### src/hdl/crcdf_pkg.sv
// Package with the shared constants, phase codes and CRC helper of the CRC-16 frame deframer.
`default_nettype none
package crcdf_pkg;

	// Register reset values and frame constants.
	localparam logic [7:0] START_RESET = 8'h02;
	localparam logic [7:0] DIR_RESET = 8'h54;
	localparam logic [7:0] END_RESET = 8'h03;
	localparam logic [2:0] HEADER_BYTES = 3'd6;
	localparam logic [2:0] LEN_BYTES = 3'd4;
	localparam logic [15:0] CRC_INIT = 16'hFFFF;
	localparam logic [15:0] CRC_POLY = 16'hA001;

	// Configuration register indexes.
	localparam logic [1:0] CFG_START = 2'd0;
	localparam logic [1:0] CFG_DIR = 2'd1;
	localparam logic [1:0] CFG_END = 2'd2;

	// Deframer phase codes.
	localparam logic [2:0] PH_HUNT = 3'd0;
	localparam logic [2:0] PH_DIR = 3'd1;
	localparam logic [2:0] PH_HEADER = 3'd2;
	localparam logic [2:0] PH_BODY = 3'd3;
	localparam logic [2:0] PH_BCRC = 3'd4;
	localparam logic [2:0] PH_END = 3'd5;

	// End status codes.
	localparam logic [1:0] ST_OK = 2'd0;
	localparam logic [1:0] ST_HDR_CRC = 2'd1;
	localparam logic [1:0] ST_BODY_CRC = 2'd2;
	localparam logic [1:0] ST_BAD_END = 2'd3;

	// Folds one byte into a reflected CRC-16/MODBUS value.
	function automatic logic [15:0] crc_fold(input logic [15:0] crc, input logic [7:0] b);
		logic [15:0] c;
		c = crc ^ {8'h00, b};
		for (int k = 0; k < 8; k++) begin
			if (c[0]) begin
				c = (c >> 1) ^ CRC_POLY;
			end else begin
				c = c >> 1;
			end
		end
		return c;
	endfunction

endpackage
`default_nettype wire

### src/hdl/crc16_frame_deframer_top.sv
// Top level of the CRC-16 frame deframer: input register, frame state and result register.
// Usage:
// The input channel (in_valid, in_stall, rx_byte) takes one received byte per item.
// The block hunts for the start byte, waits for the direction byte, reads a 4-byte
// little-endian length and a 2-byte header CRC, then passes the body bytes out on the
// result channel (out_valid, out_stall, data_byte, in_type, last, status), the first
// two marked by in_type. After the body CRC and the end byte it sends one item with
// last set and a status code. Other bytes outside a body cause no result item.
// Throughput is one byte per cycle while the receiver does not stall: the CRC fold
// and the counters update once per byte in a single pass between the input register
// and the result register, which holds each result item for the receiver.
// When the receiver stalls, the result register holds and the input register holds
// one more byte, after which in_stall rises until the result is taken.
// The configuration channel (cfg_valid, cfg_ready, cfg_index, cfg_data) is always
// ready; the user must write it only while the block is idle (not enforced here).
// Reset clears both pipeline registers, returns to hunting and restores the
// register reset values.
`default_nettype none
module crc16_frame_deframer_top (
	input  wire logic       clk,
	input  wire logic       arst_n,
	input  wire logic       cfg_valid,
	output logic            cfg_ready,
	input  wire logic [1:0] cfg_index,
	input  wire logic [7:0] cfg_data,
	input  wire logic       in_valid,
	output logic            in_stall,
	input  wire logic [7:0] rx_byte,
	output logic            out_valid,
	input  wire logic       out_stall,
	output logic [7:0]      data_byte,
	output logic            in_type,
	output logic            last,
	output logic [1:0]      status
);

	// Configuration registers.
	logic [7:0] start_byte_q;
	logic [7:0] dir_byte_q;
	logic [7:0] end_byte_q;

	// Input register.
	logic       valid_s1;
	logic [7:0] byte_s1;

	// Frame state.
	logic [2:0]  phase_q;
	logic [2:0]  hdr_cnt_q;
	logic [31:0] len_q;
	logic [15:0] hdr_crc_q;
	logic [15:0] crc_q;
	logic [31:0] remain_q;
	logic [15:0] body_crc_q;
	logic        hdr_fail_q;
	logic [1:0]  type_cnt_q;

	// Next frame state and result.
	logic [2:0]  phase_d;
	logic [2:0]  hdr_cnt_d;
	logic [31:0] len_d;
	logic [15:0] hdr_crc_d;
	logic [15:0] crc_d;
	logic [31:0] remain_d;
	logic [15:0] body_crc_d;
	logic        hdr_fail_d;
	logic [1:0]  type_cnt_d;
	logic        res_d;
	logic [7:0]  res_byte_d;
	logic        res_type_d;
	logic        res_last_d;
	logic [1:0]  res_status_d;
	logic [15:0] crc_fold_b;
	logic [2:0]  hdr_cnt_inc;

	// Result register.
	logic       out_valid_q;
	logic [7:0] data_byte_q;
	logic       in_type_q;
	logic       last_q;
	logic [1:0] status_q;

	logic out_free;
	logic advance;

	assign cfg_ready = 1'b1;
	assign out_free = !out_valid_q || !out_stall;
	assign advance = valid_s1 && out_free;
	assign in_stall = valid_s1 && !out_free;

	assign out_valid = out_valid_q;
	assign data_byte = data_byte_q;
	assign in_type = in_type_q;
	assign last = last_q;
	assign status = status_q;

	// Configuration writes.
	always_ff @(posedge clk or negedge arst_n) begin
		if (!arst_n) begin
			start_byte_q <= crcdf_pkg::START_RESET;
			dir_byte_q <= crcdf_pkg::DIR_RESET;
			end_byte_q <= crcdf_pkg::END_RESET;
		end else if (cfg_valid && cfg_ready) begin
			if (cfg_index == crcdf_pkg::CFG_START) begin
				start_byte_q <= cfg_data;
			end
			if (cfg_index == crcdf_pkg::CFG_DIR) begin
				dir_byte_q <= cfg_data;
			end
			if (cfg_index == crcdf_pkg::CFG_END) begin
				end_byte_q <= cfg_data;
			end
		end
	end

	// Input register: refills whenever it is empty or moving on.
	always_ff @(posedge clk or negedge arst_n) begin
		if (!arst_n) begin
			valid_s1 <= 1'b0;
		end else if (!valid_s1 || advance) begin
			valid_s1 <= in_valid;
		end
	end

	always_ff @(posedge clk) begin
		if (in_valid && !in_stall) begin
			byte_s1 <= rx_byte;
		end
	end

	// Frame state machine: one byte per pass.
	always_comb begin
		phase_d = phase_q;
		hdr_cnt_d = hdr_cnt_q;
		len_d = len_q;
		hdr_crc_d = hdr_crc_q;
		crc_d = crc_q;
		remain_d = remain_q;
		body_crc_d = body_crc_q;
		hdr_fail_d = hdr_fail_q;
		type_cnt_d = type_cnt_q;
		res_d = 1'b0;
		res_byte_d = 8'h00;
		res_type_d = 1'b0;
		res_last_d = 1'b0;
		res_status_d = crcdf_pkg::ST_OK;
		crc_fold_b = crcdf_pkg::crc_fold(crc_q, byte_s1);
		hdr_cnt_inc = hdr_cnt_q + 3'd1;
		unique case (phase_q)
			crcdf_pkg::PH_DIR: begin
				if (byte_s1 == dir_byte_q) begin
					crc_d = crc_fold_b;
					hdr_cnt_d = 3'd0;
					len_d = 32'd0;
					hdr_crc_d = 16'd0;
					phase_d = crcdf_pkg::PH_HEADER;
				end
			end
			crcdf_pkg::PH_HEADER: begin
				if (hdr_cnt_q < crcdf_pkg::LEN_BYTES) begin
					crc_d = crc_fold_b;
					len_d = {byte_s1, len_q[31:8]};
				end else if (hdr_cnt_q == crcdf_pkg::LEN_BYTES) begin
					hdr_crc_d = {8'h00, byte_s1};
				end else begin
					hdr_crc_d = {byte_s1, hdr_crc_q[7:0]};
				end
				hdr_cnt_d = hdr_cnt_inc;
				// Header complete: check its CRC and size the body.
				if (hdr_cnt_inc >= crcdf_pkg::HEADER_BYTES) begin
					if (crc_d == hdr_crc_d) begin
						remain_d = len_d;
						hdr_fail_d = 1'b0;
					end else begin
						remain_d = 32'd0;
						hdr_fail_d = 1'b1;
					end
					crc_d = crcdf_pkg::CRC_INIT;
					type_cnt_d = 2'd0;
					hdr_cnt_d = 3'd0;
					body_crc_d = 16'd0;
					phase_d = (remain_d != 32'd0) ? crcdf_pkg::PH_BODY : crcdf_pkg::PH_BCRC;
				end
			end
			crcdf_pkg::PH_BODY: begin
				crc_d = crc_fold_b;
				res_d = 1'b1;
				res_byte_d = byte_s1;
				res_type_d = (type_cnt_q < 2'd2);
				if (type_cnt_q < 2'd2) begin
					type_cnt_d = type_cnt_q + 2'd1;
				end
				remain_d = remain_q - 32'd1;
				if (remain_d == 32'd0) begin
					hdr_cnt_d = 3'd0;
					body_crc_d = 16'd0;
					phase_d = crcdf_pkg::PH_BCRC;
				end
			end
			crcdf_pkg::PH_BCRC: begin
				if (hdr_cnt_q == 3'd0) begin
					body_crc_d = {8'h00, byte_s1};
					hdr_cnt_d = 3'd1;
				end else begin
					body_crc_d = {byte_s1, body_crc_q[7:0]};
					hdr_cnt_d = 3'd0;
					phase_d = crcdf_pkg::PH_END;
				end
			end
			crcdf_pkg::PH_END: begin
				res_d = 1'b1;
				res_last_d = 1'b1;
				// Bad end byte outranks a header failure, which outranks a body CRC error.
				priority if (byte_s1 != end_byte_q) begin
					res_status_d = crcdf_pkg::ST_BAD_END;
				end else if (hdr_fail_q) begin
					res_status_d = crcdf_pkg::ST_HDR_CRC;
				end else if (crc_q != body_crc_q) begin
					res_status_d = crcdf_pkg::ST_BODY_CRC;
				end else begin
					res_status_d = crcdf_pkg::ST_OK;
				end
				phase_d = crcdf_pkg::PH_HUNT;
				hdr_cnt_d = 3'd0;
			end
			default: begin
				// Hunting, and any unused code, looks for the start byte.
				phase_d = crcdf_pkg::PH_HUNT;
				if (byte_s1 == start_byte_q) begin
					crc_d = crcdf_pkg::crc_fold(crcdf_pkg::CRC_INIT, byte_s1);
					phase_d = crcdf_pkg::PH_DIR;
				end
			end
		endcase
	end

	// Frame state registers advance with each processed item.
	always_ff @(posedge clk or negedge arst_n) begin
		if (!arst_n) begin
			phase_q <= crcdf_pkg::PH_HUNT;
			hdr_cnt_q <= 3'd0;
			len_q <= 32'd0;
			hdr_crc_q <= 16'd0;
			crc_q <= crcdf_pkg::CRC_INIT;
			remain_q <= 32'd0;
			body_crc_q <= 16'd0;
			hdr_fail_q <= 1'b0;
			type_cnt_q <= 2'd0;
		end else if (advance) begin
			phase_q <= phase_d;
			hdr_cnt_q <= hdr_cnt_d;
			len_q <= len_d;
			hdr_crc_q <= hdr_crc_d;
			crc_q <= crc_d;
			remain_q <= remain_d;
			body_crc_q <= body_crc_d;
			hdr_fail_q <= hdr_fail_d;
			type_cnt_q <= type_cnt_d;
		end
	end

	// Result register: loads when free, otherwise holds for the receiver.
	always_ff @(posedge clk or negedge arst_n) begin
		if (!arst_n) begin
			out_valid_q <= 1'b0;
		end else if (out_free) begin
			out_valid_q <= advance && res_d;
		end
	end

	always_ff @(posedge clk) begin
		if (advance && res_d) begin
			data_byte_q <= res_byte_d;
			in_type_q <= res_type_d;
			last_q <= res_last_d;
			status_q <= res_status_d;
		end
	end

	// A frame end item carries no body byte and no type mark.
	assert property (@(posedge clk) disable iff (!arst_n)
		out_valid && last |-> data_byte == 8'h00 && !in_type)
		else $error("end item carries body data");

	// Body byte items always report an ok status.
	assert property (@(posedge clk) disable iff (!arst_n)
		out_valid && !last |-> status == crcdf_pkg::ST_OK)
		else $error("body item carries a status");

	// The body phase is only entered with bytes left to pass.
	assert property (@(posedge clk) disable iff (!arst_n)
		phase_q == crcdf_pkg::PH_BODY |-> remain_q != 32'd0)
		else $error("body phase with zero remaining");

	// Upstream is stalled only while a byte waits behind a stalled result.
	assert property (@(posedge clk) disable iff (!arst_n)
		in_stall |-> valid_s1 && out_valid_q && out_stall)
		else $error("input stalled without cause");

endmodule
`default_nettype wire

### config.mk
export PLATFORM = sky130hd
export DESIGN_NAME = crc16_frame_deframer_top
export DESIGN_NICKNAME = d
export VERILOG_FILES = /design/src/hdl/crcdf_pkg.sv /design/src/hdl/crc16_frame_deframer_top.sv
export SDC_FILE = /design/constraint.sdc
export NUM_CORES = 1
export LEC_CHECK = 0
export ABC_AREA = 1
export BUFFER_PORTS_ARGS = -buffer_cell sky130_fd_sc_hd__clkbuf_2
export CAP_MARGIN = 20
export CORE_ASPECT_RATIO = 2
export CORE_MARGIN = 3
export CORE_UTILIZATION = 40
export DETAILED_ROUTE_END_ITERATION = 6
export GPL_TIMING_DRIVEN = 0
export PLACE_DENSITY = 0.58
export SYNTH_ARGS = -nofsm -noshare
export SYNTH_HDL_FRONTEND = slang
export SYNTH_SLANG_ARGS = --single-unit
### constraint.sdc
create_clock -name clk -period 3.5 [get_ports clk]
set_input_delay 0.35 -clock clk [delete_from_list [all_inputs] [get_ports clk]]
set_output_delay 0.35 -clock clk [all_outputs]
set_load 0.02 [all_outputs]
-- Word-level counts from Yosys, hierarchy flattened
Index checks and enable logic that the tools add are counted.
- bitwise gates (word level): 19
- mux-type cells: 74
- equality and inequality tests: 19
- add/subtract/negate cells: 3
- $lt $le $gt $ge: 3
- reductions and logical operators: 35
- operators by type and width (operator ; count):
    $mux 16 ; 42
    $mux 32 ; 6
    $pmux 32 s2 ; 2
    $pmux 16 s4 ; 1
    $not 2->3 ; 16
    $pmux 16 s3 ; 1
    $logic_not 32->1 ; 1
    $pmux 16 s2 ; 1
    $reduce_bool 32->1 ; 1
    $sub 32x1->32 const B ; 1
    $pmux 3 s5 ; 2
    $mux 3 ; 8
    $eq 16x16->1 ; 1
    $eq 8x8->1 ; 2
    $ne 16x16->1 ; 1
    $not 8->16 ; 1
    $reduce_and 4->1 ; 4
    $xor 16x8->16 ; 1
    $ne 2x2->1 const B ; 6
    $mux 2 ; 5
    $reduce_and 5->1 ; 2
    $eq 3x3->1 const B ; 3
    $reduce_and 3->1 ; 3
    $ne 8x8->1 ; 1
    other kinds (24) ; 41
- input port bits: 23
- flip-flop bits (word level): 167
- output and inout bits: 15

-- Depth between registers and ports, before layout
Gate-level depths: netlist of the first run.
- depth in word-level cells: 33
- depth in mapped cells: 26
- gate-level depth less buffers: 24

-- Worst setup path before layout of the first run
No wires, ideal clock.
- path type: reg2reg
- start point: reg remain_q[0]
- end point: reg body_crc_q[0]
- required time: 3.381 ns
- path buffers: 1
- stages on the path, launching flop included: 20
- setup time: 0.119 ns
- arrival time: 2.480 ns
- slack: 0.901 ns
- path through: dfrtp_1 inv_1 ha_1 nand4_2 nor2_2 nand3_2 nor3_4 nand3_2 nor2_4 nand2_1 xor2_1 nor2_2 nand2_1 nor2_1 nand3_1 nand2_2 nand3_4 buf_6 o21ai_2 nand2_1
- cells in the longest elaborated chain, start to end: 4
- RTL lines (item ; RTL line ; RTL):
    start: declaration ; crc16_frame_deframer_top.sv:52 ; logic [31:0] remain_q;
    start signal: assignment ; crc16_frame_deframer_top.sv:254 ; remain_q <= remain_d;
    $sub 32x1->32 ; crc16_frame_deframer_top.sv:192 ; remain_d = remain_q - 32'd1;
    $logic_not 32->1 ; crc16_frame_deframer_top.sv:193 ; if (remain_d == 32'd0) begin
    $ne 2x2->1 (no line) ; -- ;
    $reduce_and 5->1 (no line) ; -- ;
    end signal: assignment ; crc16_frame_deframer_top.sv:255 ; body_crc_q <= body_crc_d;
    end: declaration ; crc16_frame_deframer_top.sv:53 ; logic [15:0] body_crc_q;
Every way passes these cells.
A chain may end at the register's enable or synchronous reset.

-- Worst setup path after layout of the first run
- start point: reg hdr_cnt_q[0]
- end point: reg remain_q[20]
- cells in the longest elaborated chain, start to end: 10
- elaborated cells between the ends (all ways): 18
- classes of those cells: add/sub: 1; order compare: 2; eq/ne: 3; mux: 11; reduce/logical: 1
- RTL lines (item ; RTL line ; RTL):
    start: declaration ; crc16_frame_deframer_top.sv:48 ; logic [2:0] hdr_cnt_q;
    start signal: assignment ; crc16_frame_deframer_top.sv:250 ; hdr_cnt_q <= hdr_cnt_d;
    parallel branches: the longest is 10 deep, another holds $lt 3x3->1 ; -- ;
Several ways; the timed one is not identified. The select of a mux whose other input is x is not followed.

==> results.py, run 1 <==
metrics = {
    "hold_path": {
        "hp-class": "in2reg",
        "hp-start": "rx_byte[3]",
    },
    "place": {
        "portBuffers": 36,
        "gp_congestion": 0.985,
        "dp.cells": 1757,
        "dp_hpwl_mm": 27.6,
        "place_ws_ns": -0.329,
    },
    "clock_network": {
        "clkLatencyLatePin_ns": 0.46,
        "cts_sinks": 167,
        "cts_tree": "yes",
        "cts_root_buffer": "clkbuf_16",
        "clock_path_buffers": 2,
        "cts-buffers-inserted": 17,
        "clk_pin_slew_worst_paths_ns": 0.07,
        "htreeDepth": 4,
    },
    "detailed_routing": {
        "post-route-drc-count": 0,
        "num_vias": 9643,
        "top_layer": "met4",
        "dr_wl_met3_um": 921,
        "dr.pass1.iters": 5,
        "ant_nets": 0,
        "routed_wl_mm": 35.6,
        "post_drt_wl_per_cell_um": 19.9,
        "met1_length_mm": 12.2,
        "drt_iter0_drc": 596,
        "viasPerCell": 5.37,
        "met2_length_mm": 19.4,
    },
    "yosys": {
        "synthFlopType": "dfrtp_1",
        "syn_area_um2": 10300,
        "synthCells": 1384,
        "ys_seq_elements": 167,
        "syn_nets": 1412,
        "syn-mean-instance-area_um2": 7.43,
        "synth_top_area_share_pct": 30.4,
        "synth_cell_types": 44,
        "async_reset_ff_share_pct": 88.0,
        "yosysWarnings": 0,
        "synth_enable_flop_cells": 20,
        "synth_top_area_cell": "dfrtp_1",
        "ys_seq_area_share_pct": 41.9,
        "synth_area_leaders": "dfrtp_1 30%, nand2_1 12%, o21ai_0 8.8%",
    },
    "critical_path": {
        "crit_arrival_ns": 3.68,
        "cp-end-kind": "flop",
        "crit_path_start_kind": "flop",
        "crit_path_start": "hdr_cnt_q[0]$_DFFE_PN0P_",
        "criticalPathCategory": "reg2reg",
        "crit_fanout": 10,
        "rr_startpoint": "hdr_cnt_q[0]$_DFFE_PN0P_",
        "cp_data_required_time_ns": 3.87,
    },
    "power_and_ir_drop": {
        "intPower_mw": 5.00,
        "switching_power_mw": 4.14,
        "p_leak_nw": 5.30,
        "powerDensity_nw_per_um2": 785,
        "p_seq_share_pct": 34.3,
        "power_frac_comb_pct": 44.3,
        "power.share.switching_pct": 45.3,
        "max-vdd-ir-drop_mv": 0.408,
        "p_clk_share_pct": 21.4,
    },
    "floorplan": {
        "ios": 38,
        "die_area_um2": 27800,
        "die_y_um": 233,
        "core_area_um2": 25100,
        "die_x_um": 119,
        "start_util_pct": 40.9,
        "num_rows": 82,
    },
    "global_routing": {
        "grt_pass1_vias": 9751,
        "overflow": 0,
        "grt_pass1_wl_mm": 55.0,
        "grt_usage_pct": 26.2,
        "grt_max_degree": 100,
        "antenna_found_initial": 0,
    },
    "sta": {
        "rsz0062_at_grt": "false",
        "finalSetupViolCount": 0,
        "hold_slack_ns": 0.0686,
        "slew_headroom_pct": 36.4,
        "max_freq_mhz": 302,
        "skew_ns": 0.00821,
        "hold_viol_final": 0,
        "worstMarginPinSlew_ns": 0.944,
        "maxSlewViolCount": 0,
        "period_share_pct": 94.6,
        "period_minus_slack_ns": 3.31,
        "fin_ws_ns": 0.189,
    },
    "final_layout": {
        "layout_commonest_cell": "nand2_1",
        "final_cell_count_no_fill": 1795,
        "diodes": 0,
        "fillers": 2585,
        "most-common-layout-cells": "339 x nand2_1, 173 x o21ai_0, 158 x inv_1, 125 x dfrtp_1, 111 x nand3_1",
        "nets": 1474,
        "area_growth_pct": 13.3,
        "layout-drive-gt1-share_pct": 13.2,
    },
    "flow_run": {
        "drv_cap": 0,
    },
    "outcome": {
        "status": "completed",
    },
}
## final timing paths
check	slack, ns	cells past startpoint	endpoint
min reg2reg	0.50	2	end_byte_q[0]$_DFFE_PN1P_
max	0.19	19	remain_q[20]$_DFFE_PN0P_
max in group asynchronous	2.21	3	dir_byte_q[4]$_DFFE_PN1P_
min in group asynchronous	0.40	2	len_q[3]$_DFFE_PN0P_
max reg2reg	0.19	19	remain_q[20]$_DFFE_PN0P_
min	0.07	1	byte_s1[3]$_DFFE_PP_
## state kept, by name, summed over array words and instances (netlist names), 2 cells and up
signal        cells
status            2
hdr_crc_q        16
hdr_cnt_q         3
byte_s1           8
data_byte         8
start_byte_q      8
phase_q           3
dir_byte_q        8
remain_q         32
crc_q            16
type_cnt_q        2
body_crc_q       16
end_byte_q        8
len_q            32
## synth_stat cells, types with 2 or more instances
| library cell | count |
|---|---|
| nor2_2 | 7 |
| or2_2 | 11 |
| nand3b_1 | 4 |
| nor3_4 | 2 |
| o21ai_2 | 11 |
| o21ai_1 | 18 |
| a41oi_1 | 3 |
| inv_4 | 2 |
| o22ai_1 | 6 |
| nor4_1 | 5 |
| nand4_2 | 2 |
| clkbuf_1 | 45 |
| buf_4 | 7 |
| dfrtp_1 | 125 |
| a21oi_1 | 38 |
| nor2_1 | 90 |
| nor3_1 | 8 |
| o41ai_1 | 9 |
| ha_1 | 5 |
| edfxtp_1 | 20 |
| o211ai_1 | 26 |
| xnor2_1 | 27 |
| nand2_2 | 5 |
| inv_2 | 4 |
| nor2_4 | 3 |
| nand2_1 | 340 |
| buf_6 | 7 |
| a31oi_1 | 5 |
| a21oi_2 | 3 |
| xor2_1 | 36 |
| inv_1 | 161 |
| o21ai_0 | 180 |
| nand3_2 | 5 |
| nand3_1 | 111 |
| nand4_1 | 15 |
| dfstp_2 | 22 |
| buf_2 | 9 |
## power by group through the flow
stage          logic, mW  clock network, mW  registers, mW
6_report            4.05               1.96           3.13
3_3_place_gp        3.90                  0           3.13
5_1_grt             4.53               2.06           3.19
3_5_place_dp        3.93                  0           3.15
4_1_cts             3.97               1.99           3.12
2_1_floorplan       2.82                  0           3.00
## layer usage
metal / up-vias / track usage (%)
met5: - / 0
met4: 0 / 22.2
met3: 122 / 3.36
met2: 225 / 49.4
met1: 4627 / 24.5
li1: 4669 / -
## per-stage QoR
stage	total power [mW]	setup TNS, ns	utilization (%)	instance area (µm²)
4_1_cts	9.08	-0.322	45.9	11500
5_1_grt	9.77	0	46.3	11600
3_5_place_dp	7.08	-3.41	43.4	10900
2_1_floorplan	5.83	0	-	10300
3_3_place_gp	7.04	-91.27	43.3	10900
6_report	9.14	0	46.3	11600
## layout make-up
type / instances / area (µm²) / area share (%)
plain buffers: 68 / 357 / 3.06
clock buffers: 18 / 429 / 3.68
clock inverters: 14 / 160 / 1.37
inverters: 168 / 647 / 5.55
multi-input cells: 981 / 5060 / 43.5
flip-flops and latches: 167 / 4310 / 37.0
well taps: 336 / 420 / 3.61
repair buffers: 43 / 264 / 2.27
## critical path: stages, from the launching register on
cell	delay, ns
dfrtp_1	0.41
inv_1	0.11
ha_4	0.19
nand2_4	0.10
buf_6	0.16
o21ai_1	0.09
a21oi_2	0.28
nand2_1	0.09
nand2_1	0.07
nand2_1	0.09
nor2_1	0.15
nand3_1	0.12
nor2_1	0.11
nand3_1	0.12
a21oi_4	0.29
inv_1	0.09
clkbuf_2	0.20
o21ai_1	0.28
o211ai_1	0.16
o21ai_0	0.11
## kinds of logic (layout without fill, tap and decap cells)
| family | count (synthesis) | count (layout) | synth area share, % |
|---|---|---|---|
| XOR/XNOR | 63 | 63 | 5.37 |
| other | 1 | 1 | 0.0365 |
| buffers and inverters | 236 | 311 | 9.54 |
| adder cells (fa/ha/maj) | 5 | 5 | 0.608 |
| AND/OR/NAND/NOR | 610 | 610 | 26.1 |
| AO/OA/AOI/OAI | 302 | 302 | 16.5 |
| flip-flops | 167 | 167 | 41.9 |
## what timing repair did
item / CTS / global route
pin swaps: 0 / 1
gates cloned: 0 / 1
resized for setup: 5 / 33
buffers inserted: 0 / 4
hold buffers: 1 / 0
endpoints found under the setup margin: 32 / 53
hold endpoints to repair: 35 / 0
Note: power is estimated with default switching activity, not from simulation.
==> inputs of run 2 (changes only) <==
- MAX_ROUTING_LAYER: not set -> met4
- PLACE_DENSITY: 0.58 -> not set
==> run 2 against run 1 <==
Die area unchanged. Non-clock buffer count is 1 lower. Global-route usage up 0.56 points. Combinational power about the same. Design area about the same. Critical endpoint is now remain_q[11]$_DFFE_PN0P_.
==> results.py, run 2 (synthesized netlist as in run 1, its figures left out) <==
metrics = {
    "global_routing": {
        "antenna_found_initial": 0,
        "grt_usage_pct": 26.8,
        "grt_max_degree": 92,
        "grt_pass1_wl_mm": 54.3,
        "grt_pass1_vias": 9455,
        "overflow": 0,
    },
    "clock_network": {
        "cts-buffers-inserted": 17,
        "cts_root_buffer": "clkbuf_16",
        "clock_path_buffers": 2,
        "htreeDepth": 4,
        "clk_pin_slew_worst_paths_ns": 0.07,
        "clkLatencyLatePin_ns": 0.46,
        "cts_tree": "yes",
        "cts_sinks": 167,
    },
    "detailed_routing": {
        "dr.pass1.iters": 5,
        "post_drt_wl_per_cell_um": 19.8,
        "drt_iter0_drc": 548,
        "num_vias": 9683,
        "ant_nets": 0,
        "routed_wl_mm": 35.6,
        "post-route-drc-count": 0,
        "viasPerCell": 5.40,
    },
    "sta": {
        "slew_headroom_pct": 42.5,
        "worstMarginPinSlew_ns": 0.854,
        "finalSetupViolCount": 0,
        "hold_viol_final": 0,
        "setup_tns_ns": 0,
        "max_freq_mhz": 296,
        "skew_ns": 0.0103,
        "period_minus_slack_ns": 3.38,
        "period_share_pct": 96.4,
        "maxSlewViolCount": 0,
        "fin_ws_ns": 0.124,
    },
    "floorplan": {
        "num_rows": 82,
        "die_area_um2": 27800,
        "start_util_pct": 40.9,
        "die_y_um": 233,
        "ios": 38,
        "die_x_um": 119,
        "core_area_um2": 25100,
    },
    "power_and_ir_drop": {
        "max-vdd-ir-drop_mv": 0.439,
        "powerDensity_nw_per_um2": 788,
        "p_leak_nw": 5.32,
    },
    "place": {
        "dp.cells": 1757,
        "dp_hpwl_mm": 27.6,
        "portBuffers": 36,
        "place_ws_ns": -0.164,
        "gp_congestion": 0.975,
    },
    "critical_path": {
        "crit_arrival_ns": 3.75,
        "cp_data_required_time_ns": 3.88,
        "criticalPathCategory": "reg2reg",
        "cp_cell_sequence": "inv_1 > ha_2 > nand2_4 > buf_4 > o21ai_2 > nand2_1 > nand2_1 > nand3_1 > nor2_1 > nand2_1 > nor2_2 > nand3_1 > nor2_1 > nand3_1 > a21oi_4 > inv_1 > buf_2 > o21ai_0 > o211ai_1 > o21ai_0",
        "crit_path_start_kind": "flop",
        "crit_fanout": 10,
        "critPathSlowestCell": "dfrtp_1",
        "critPathMaxStageDelay_ns": 0.42,
        "cp-end-kind": "flop",
    },
    "final_layout": {
        "diodes": 0,
        "layout-drive-gt1-share_pct": 13.1,
        "final_cell_count_no_fill": 1794,
        "most-common-layout-cells": "340 x nand2_1, 169 x o21ai_0, 160 x inv_1, 125 x dfrtp_1, 111 x nand3_1",
        "nets": 1473,
        "layout_commonest_cell": "nand2_1",
        "top_regs": "len_q (32), remain_q (32)",
        "area_growth_pct": 13.3,
        "fillers": 2590,
        "fin_util_pct": 46.4,
    },
    "flow_run": {
        "drv_cap": 0,
    },
    "hold_path": {
        "hp-class": "in2reg",
    },
    "outcome": {
        "status": "completed",
    },
}
run 2: changes by cell type in the layout (fill, tap and decap cells not counted), moves of 3 or more:
| cell | previous run | this run |
|---|---|---|
| o21ai_0 | 173 | 169 |
| clkbuf_2 | 39 | 36 |
| o21ai_1 | 19 | 22 |
| clkinvlp_4 | 7 | 3 |
| inv_6 | 0 | 4 |
run 2: where the power goes:
group,internal (mW),switching (mW)
Combinational,1.25,2.78
Sequential,2.62,0.499
Clock,1.14,0.898
run 2: layout make-up:
type / count / area [µm²] / area share (%)
Multi-Input combinational cell: 981 / 5060 / 43.4
Inverter: 168 / 639 / 5.49
Timing Repair Buffer: 42 / 260 / 2.23
Sequential cell: 167 / 4310 / 36.9
Tap cell: 336 / 420 / 3.61
Clock inverter: 15 / 191 / 1.64
Clock buffer: 17 / 425 / 3.65
Buffer: 68 / 350 / 3.01
run 2: path summary, 6_finish.rpt:
check	start	to	slack, ns	cells after the start
setup reg to reg	hdr_cnt_q[0]$_DFFE_PN0P_	remain_q[11]$_DFFE_PN0P_	0.12	20
setup / recovery	hdr_cnt_q[0]$_DFFE_PN0P_	remain_q[11]$_DFFE_PN0P_	0.12	20
min in group asynchronous	arst_n	remain_q[21]$_DFFE_PN0P_	0.54	2
max in group asynchronous	arst_n	crc_q[14]$_DFFE_PN1P_	2.10	3
hold / removal	rx_byte[5]	byte_s1[5]$_DFFE_PP_	0.07	1
hold reg to reg	start_byte_q[1]$_DFFE_PN1P_	start_byte_q[1]$_DFFE_PN1P_	0.50	2
run 2: worst max-delay path, delay by kind of cell (launching register included):
| kind | cells | cell delay [ns] |
|---|---|---|
| fa+ha+maj | 1 | 0.23 |
| simple gates | 10 | 1.07 |
| compound gates | 5 | 0.99 |
| buf+inv | 4 | 0.58 |
| flops | 1 | 0.42 |
run 2: what timing repair did:
item,4_1_cts,5_1_grt
gates cloned,0,1
hold endpoints to repair,3,0
setup buffers,0,3
endpoints found under the setup margin,28,47
hold buffers,1,0
resized for setup,3,34
run 2: layer usage:
layer	track usage (%)	part of all wire (%)
met3	3.62	3.0
met5	-	0
met1	24.6	33
met2	49.1	55
met4	20.8	8.5
run 2: stage by stage:
| step | hold WS (ns) | power (mW) | instance area [µm²] |
|---|---|---|---|
| after floorplan | 0.0544 | 5.83 | 10300 |
| after global placement | 0.483 | 7.03 | 10900 |
| after detailed placement | 0.485 | 7.08 | 10900 |
| after CTS | 0.0527 | 9.15 | 11600 |
| after global routing | 0.0593 | 9.83 | 11700 |
| final | 0.0679 | 9.18 | 11700 |
